## src/rtl/mmh_pkg.sv

```systemverilog
`timescale 1ns / 1ps

package mmh_pkg;

  localparam int unsigned LENGTH_BITS_DEF = 32;
  localparam int unsigned WORD_BITS       = 64;
  localparam int unsigned LEN_IN_BITS     = 32;
  localparam int unsigned IN_DATA_BITS    = 160;
  localparam int unsigned BUF_WORDS       = 8;
  localparam int unsigned REM_BITS        = 7;   // bytes left in the last chunk, 0..64
  localparam int unsigned POS_BITS        = 6;   // byte offset inside the chunk buffer

  localparam logic [63:0] SALT0 = 64'h243F6A8885A308D3;
  localparam logic [63:0] SALT1 = 64'h13198A2E03707344;
  localparam logic [63:0] SALT2 = 64'hA4093822299F31D0;
  localparam logic [63:0] SALT3 = 64'h082EFA98EC4E6C89;
  localparam logic [63:0] SALT4 = 64'h452821E638D01377;

  // operand selection for the shared multiply-mix unit
  typedef enum logic [1:0] {
    MIX_FOLD  = 2'd0,
    MIX_ROUND = 2'd1,
    MIX_TAIL  = 2'd2,
    MIX_FINAL = 2'd3
  } mix_op_t;

  typedef struct packed {
    logic    accept;
    logic    store;
    logic    mix_start;
    logic    mix_apply;
    mix_op_t mix_op;
    logic [1:0] fold_idx;
    logic    fin_init;
    logic    tail_load;
    logic    out_write;
  } mmh_cmd_t;

  typedef struct packed {
    logic fold_need;
    logic more_rounds;
    logic last;
    logic mix_done;
    logic out_busy;
  } mmh_status_t;

endpackage

```

## src/rtl/mmh_ctrl.sv

```systemverilog
`timescale 1ns / 1ps

module mmh_ctrl
  import mmh_pkg::*;
(
  input  logic        clk,
  input  logic        rst,
  input  logic        in_valid,
  output logic        in_ready,
  input  mmh_status_t status,
  output mmh_cmd_t    cmd
);

  typedef enum logic [9:0] {
    ST_IDLE  = 10'b0000000001,
    ST_CHECK = 10'b0000000010,
    ST_FOLD  = 10'b0000000100,
    ST_STORE = 10'b0000001000,
    ST_FINIT = 10'b0000010000,
    ST_ROUND = 10'b0000100000,
    ST_TAIL  = 10'b0001000000,
    ST_MIX1  = 10'b0010000000,
    ST_MIX2  = 10'b0100000000,
    ST_OUT   = 10'b1000000000
  } state_t;

  state_t     state;
  state_t     state_next;
  logic       issued;
  logic       issued_next;
  logic [1:0] fold_k;
  logic [1:0] fold_k_next;

  assign in_ready = (state == ST_IDLE);

  always_comb begin
    state_next   = state;
    issued_next  = issued;
    fold_k_next  = fold_k;
    cmd          = '0;
    cmd.mix_op   = MIX_FOLD;
    cmd.fold_idx = fold_k;
    case (state)
      ST_IDLE: begin
        if (in_valid) begin
          cmd.accept = 1'b1;
          state_next = ST_CHECK;
        end
      end
      ST_CHECK: begin
        fold_k_next = 2'd0;
        state_next  = status.fold_need ? ST_FOLD : ST_STORE;
      end
      ST_FOLD: begin
        cmd.mix_op = MIX_FOLD;
        if (!issued) begin
          cmd.mix_start = 1'b1;
          issued_next   = 1'b1;
        end else if (status.mix_done) begin
          cmd.mix_apply = 1'b1;
          issued_next   = 1'b0;
          fold_k_next   = 2'(fold_k + 2'd1);
          if (fold_k == 2'd3) begin
            state_next = ST_STORE;
          end
        end
      end
      ST_STORE: begin
        cmd.store  = 1'b1;
        state_next = status.last ? ST_FINIT : ST_IDLE;
      end
      ST_FINIT: begin
        cmd.fin_init = 1'b1;
        state_next   = ST_ROUND;
      end
      ST_ROUND: begin
        cmd.mix_op = MIX_ROUND;
        if (!issued) begin
          if (status.more_rounds) begin
            cmd.mix_start = 1'b1;
            issued_next   = 1'b1;
          end else begin
            state_next = ST_TAIL;
          end
        end else if (status.mix_done) begin
          cmd.mix_apply = 1'b1;
          issued_next   = 1'b0;
        end
      end
      ST_TAIL: begin
        cmd.tail_load = 1'b1;
        state_next    = ST_MIX1;
      end
      ST_MIX1: begin
        cmd.mix_op = MIX_TAIL;
        if (!issued) begin
          cmd.mix_start = 1'b1;
          issued_next   = 1'b1;
        end else if (status.mix_done) begin
          cmd.mix_apply = 1'b1;
          issued_next   = 1'b0;
          state_next    = ST_MIX2;
        end
      end
      ST_MIX2: begin
        cmd.mix_op = MIX_FINAL;
        if (!issued) begin
          cmd.mix_start = 1'b1;
          issued_next   = 1'b1;
        end else if (status.mix_done) begin
          cmd.mix_apply = 1'b1;
          issued_next   = 1'b0;
          state_next    = ST_OUT;
        end
      end
      ST_OUT: begin
        if (!status.out_busy) begin
          cmd.out_write = 1'b1;
          state_next    = ST_IDLE;
        end
      end
      default: begin
        state_next  = ST_IDLE;
        issued_next = 1'b0;
      end
    endcase
  end

  always_ff @(posedge clk) begin
    if (rst) begin
      state  <= ST_IDLE;
      issued <= 1'b0;
      fold_k <= 2'd0;
    end else begin
      state  <= state_next;
      issued <= issued_next;
      fold_k <= fold_k_next;
    end
  end

endmodule

```

## config.mk

```make
export PLATFORM = sky130hd
export DESIGN_NAME = mmh_ctrl
export DESIGN_NICKNAME = d
export VERILOG_FILES = /design/src/rtl/mmh_pkg.sv /design/src/rtl/mmh_ctrl.sv
export SDC_FILE = /design/constraint.sdc
export NUM_CORES = 1
export LEC_CHECK = 0
export BUFFER_PORTS_ARGS = -buffer_cell sky130_fd_sc_hd__buf_2
export CAP_MARGIN = 30
export CORE_AREA = 4 4 57 59
export DETAILED_ROUTE_END_ITERATION = 7
export DIE_AREA = 0 0 61 63
export PLACE_DENSITY_LB_ADDON = 0.15
export SYNTH_ARGS = -nofsm -noshare
export SYNTH_HDL_FRONTEND = slang
export SYNTH_SLANG_ARGS = --single-unit
export TNS_END_PERCENT = 50
```

## constraint.sdc

```tcl
create_clock -name clk -period 2.85 [get_ports clk]
set_input_delay 0.57 -clock clk [delete_from_list [all_inputs] [get_ports clk]]
set_output_delay 0.57 -clock clk [all_outputs]
set_load 0.02 [all_outputs]
```

==> impl_metrics.yaml <==
logic_synthesis:
  synth_edf_count: 0
  synth_top_area_cell: "dfxtp_1"
  yosysTopAreaCellShare_pct: 27.3
  synth.distinct_cells: 43
  yosys-top-cells-area: "dfxtp_1 27%, nor4_4 6.7%, nand2_1 4.3%"
  synthFlopType: "dfxtp_1"
  syn-num-nets: 127
  ys_seq_elements: 13
  ys_seq_area_share_pct: 27.3
  synth_warnings: 0
  syn_area_per_cell_um2: 8.08
  netlist_instances: 118
  syn_area_um2: 953
  async_flop_share_pct: 0
worst_setup_path:
  crit_end: "cmd[0]"
  r2r_end: "state[3]$_SDFFE_PP0P_"
  r2r_setup_slack_ps: 960
  cp_max_fo: 15
  path_class: "flip-flop to primary output"
  startpoint: "state[1]$_SDFFE_PP0P_"
  required_ps: 2280
  end_kind: "primary output"
  arrival_ps: 1940
  r2r_cells: 5
  start_kind: "flip-flop"
  rr_startpoint: "state[1]$_SDFFE_PP0P_"
global_route:
  grt_max_degree: 16
  grt_usage_pct: 14.9
  grt_pass1_wl_mm: 4.45
  grt-ovfl-total: 0
  grt_pass1_vias: 959
  antenna_found_initial: 0
detailed_routing:
  met3_wirelength_um: 135
  post-route-drc-count: 0
  route.met2.wl_mm: 1.18
  drt_iter0_markers: 47
  drt_wl_total_mm: 2.53
  vias: 970
  routed_via_density: 5.84
  wl_met1_mm: 1.17
  ant_nets: 0
  wl_per_cell_um: 15.2
  top_layer: "met4"
  firstDrtPassIters: 4
finish:
  final_common_cell: "buf_2"
  area_growth_pct: 11.3
  final_nets: 145
  fillers: 299
  n_antenna_cell: 0
  drive_above_1_share_pct: 23.7
  design_area_um2: 1060
  final_cell_mix: "19 x buf_2, 13 x dfxtp_1, 11 x nand2_1"
  fin_util_pct: 39.2
clock_network:
  clk_pin_slew_ps: 80
  cts.path.max_buffers: 2
  post_cts_buffers: 0
  numCtsBuffers: 3
  cts_tree: "built"
  insertion_delay_ps: 280
  cts_root_buf: "clkbuf_4"
  cts_sinks: 13
  ctsResizeCount: 0
  htreeDepth: 1
  cts_hold_buf: 0
sta:
  period_share_pct: 88.1
  finalMaxSlewViolations: 0
  period_needed_ps: 2510
  relSlewSlack_pct: 64.3
  clock_skew_ps: 2.80
  rsz0062_at_grt: "no"
  timing.final.ws_setup_ps: 340
  tightest_slew_ps: 534
  finalHoldViolCount: 0
  setup_violations: 0
  setup_tns_ps: 0
  holdWs_ps: 516
  fmax_ghz: 0.398
floorplan:
  rows: 19
  die_x_um: 61
  initial_core_util_pct: 35.2
  die_area_um2: 3840
  core_region_area_um2: 2710
  die_h_um: 63
  ios: 20
power_and_ir_drop:
  p_clk_share_pct: 23.4
  seqPwrFrac_pct: 43.7
  powerDensity_nw_per_um2: 469
  combPwrFrac_pct: 32.9
  p_sw_share_pct: 37.3
  internal-power_uw: 312
  vdd.ir_drop.worst_mv: 0.250
  p_sw_uw: 185
  p_leak_nw: 0.424
placement:
  io_buffers: 19
  pre_cts_slack_ps: 640
  dp_hpwl_mm: 1.93
  post_dp_cell_area_um2: 1030
  place.gp.congestion: 0.864
hold_path:
  hold_path.class: "flip-flop to flip-flop"
job:
  cap_violations: 0
status:
  status: "completed"
per-layer routing:
metal	vias to the layer above	global-route usage (%)
met5	-	0
met4	0	4.88
met3	5	2.07
met2	27	23.0
met1	466	20.9
li1	472	-
how the worst min path moves through the flow:
| stage | slack, ps | to | startpoint | depth (start not counted) |
|---|---|---|---|---|
| after global placement | 500 | fold_k[1]$_SDFFE_PP0P_ | fold_k[1]$_SDFFE_PP0P_ | 2 |
| after global routing | 540 | state[4]$_SDFFE_PP0P_ | status[2] | 3 |
| after CTS | 520 | fold_k[1]$_SDFFE_PP0P_ | fold_k[1]$_SDFFE_PP0P_ | 2 |
| final | 520 | fold_k[1]$_SDFFE_PP0P_ | fold_k[1]$_SDFFE_PP0P_ | 2 |
| after floorplan | 500 | issued$_SDFFE_PP0N_ | issued$_SDFFE_PP0N_ | 2 |
| after detailed placement | 510 | fold_k[1]$_SDFFE_PP0P_ | fold_k[1]$_SDFFE_PP0P_ | 2 |
sequential cells by signal (all words and copies together), names as in the netlist:
register,count
fold_k,2
state,10
issued,1
Yosys cell counts (all sizes together), types with 3 or more instances:
library cell and instances:
nor2 10, o21a 3, nor4b 3, inv 6, and3 3, nand2 12
dfxtp 13, o21ai 8, and2 3, nor3 5, nor4 7, nand4 3
a21oi 7, buf 5, nand3 5
power by group through the flow:
stage / Sequential [mW] / Combinational, mW / Clock [mW]
floorplan: 0.206 / 0.134 / 0
global placement: 0.221 / 0.164 / 0
detailed placement: 0.221 / 0.162 / 0
CTS: 0.217 / 0.163 / 0.120
global route: 0.220 / 0.180 / 0.125
finish: 0.217 / 0.164 / 0.117
cell families after synthesis:
family | count (synthesis) | share of synthesized area [%]
AND/OR/NAND/NOR | 61 | 41.6
multiplexers | 1 | 1.05
buffers and inverters | 12 | 7.87
XOR/XNOR | 3 | 2.76
flip-flops | 13 | 27.3
AO/OA/AOI/OAI | 27 | 18.1
adder cells (fa/ha/maj) | 1 | 1.31
cell type report:
| cell class | count | area, µm² | share of cell area [%] |
|---|---|---|---|
| Tap cell | 31 | 38.8 | 3.66 |
| Clock buffer | 4 | 26.3 | 2.48 |
| Inverter | 6 | 22.5 | 2.12 |
| Sequential cell | 13 | 260 | 24.5 |
| Multi-Input combinational cell | 93 | 618 | 58.3 |
| Timing Repair Buffer | 19 | 95.1 | 8.96 |
metrics by stage:
stage / instances / total power, mW
5_1_grt: 166 / 0.526
4_1_cts: 166 / 0.500
2_1_floorplan: 118 / 0.340
6_report: 166 / 0.497
3_5_place_dp: 162 / 0.383
3_3_place_gp: 162 / 0.385
critical path, stage by stage (launching register included):
cell	delay, ps
dfxtp_1	480
nor2_1	420
nand3_1	120
nor4_1	300
nor2b_1	180
buf_2	170
Power figures use the tool's default switching activity.
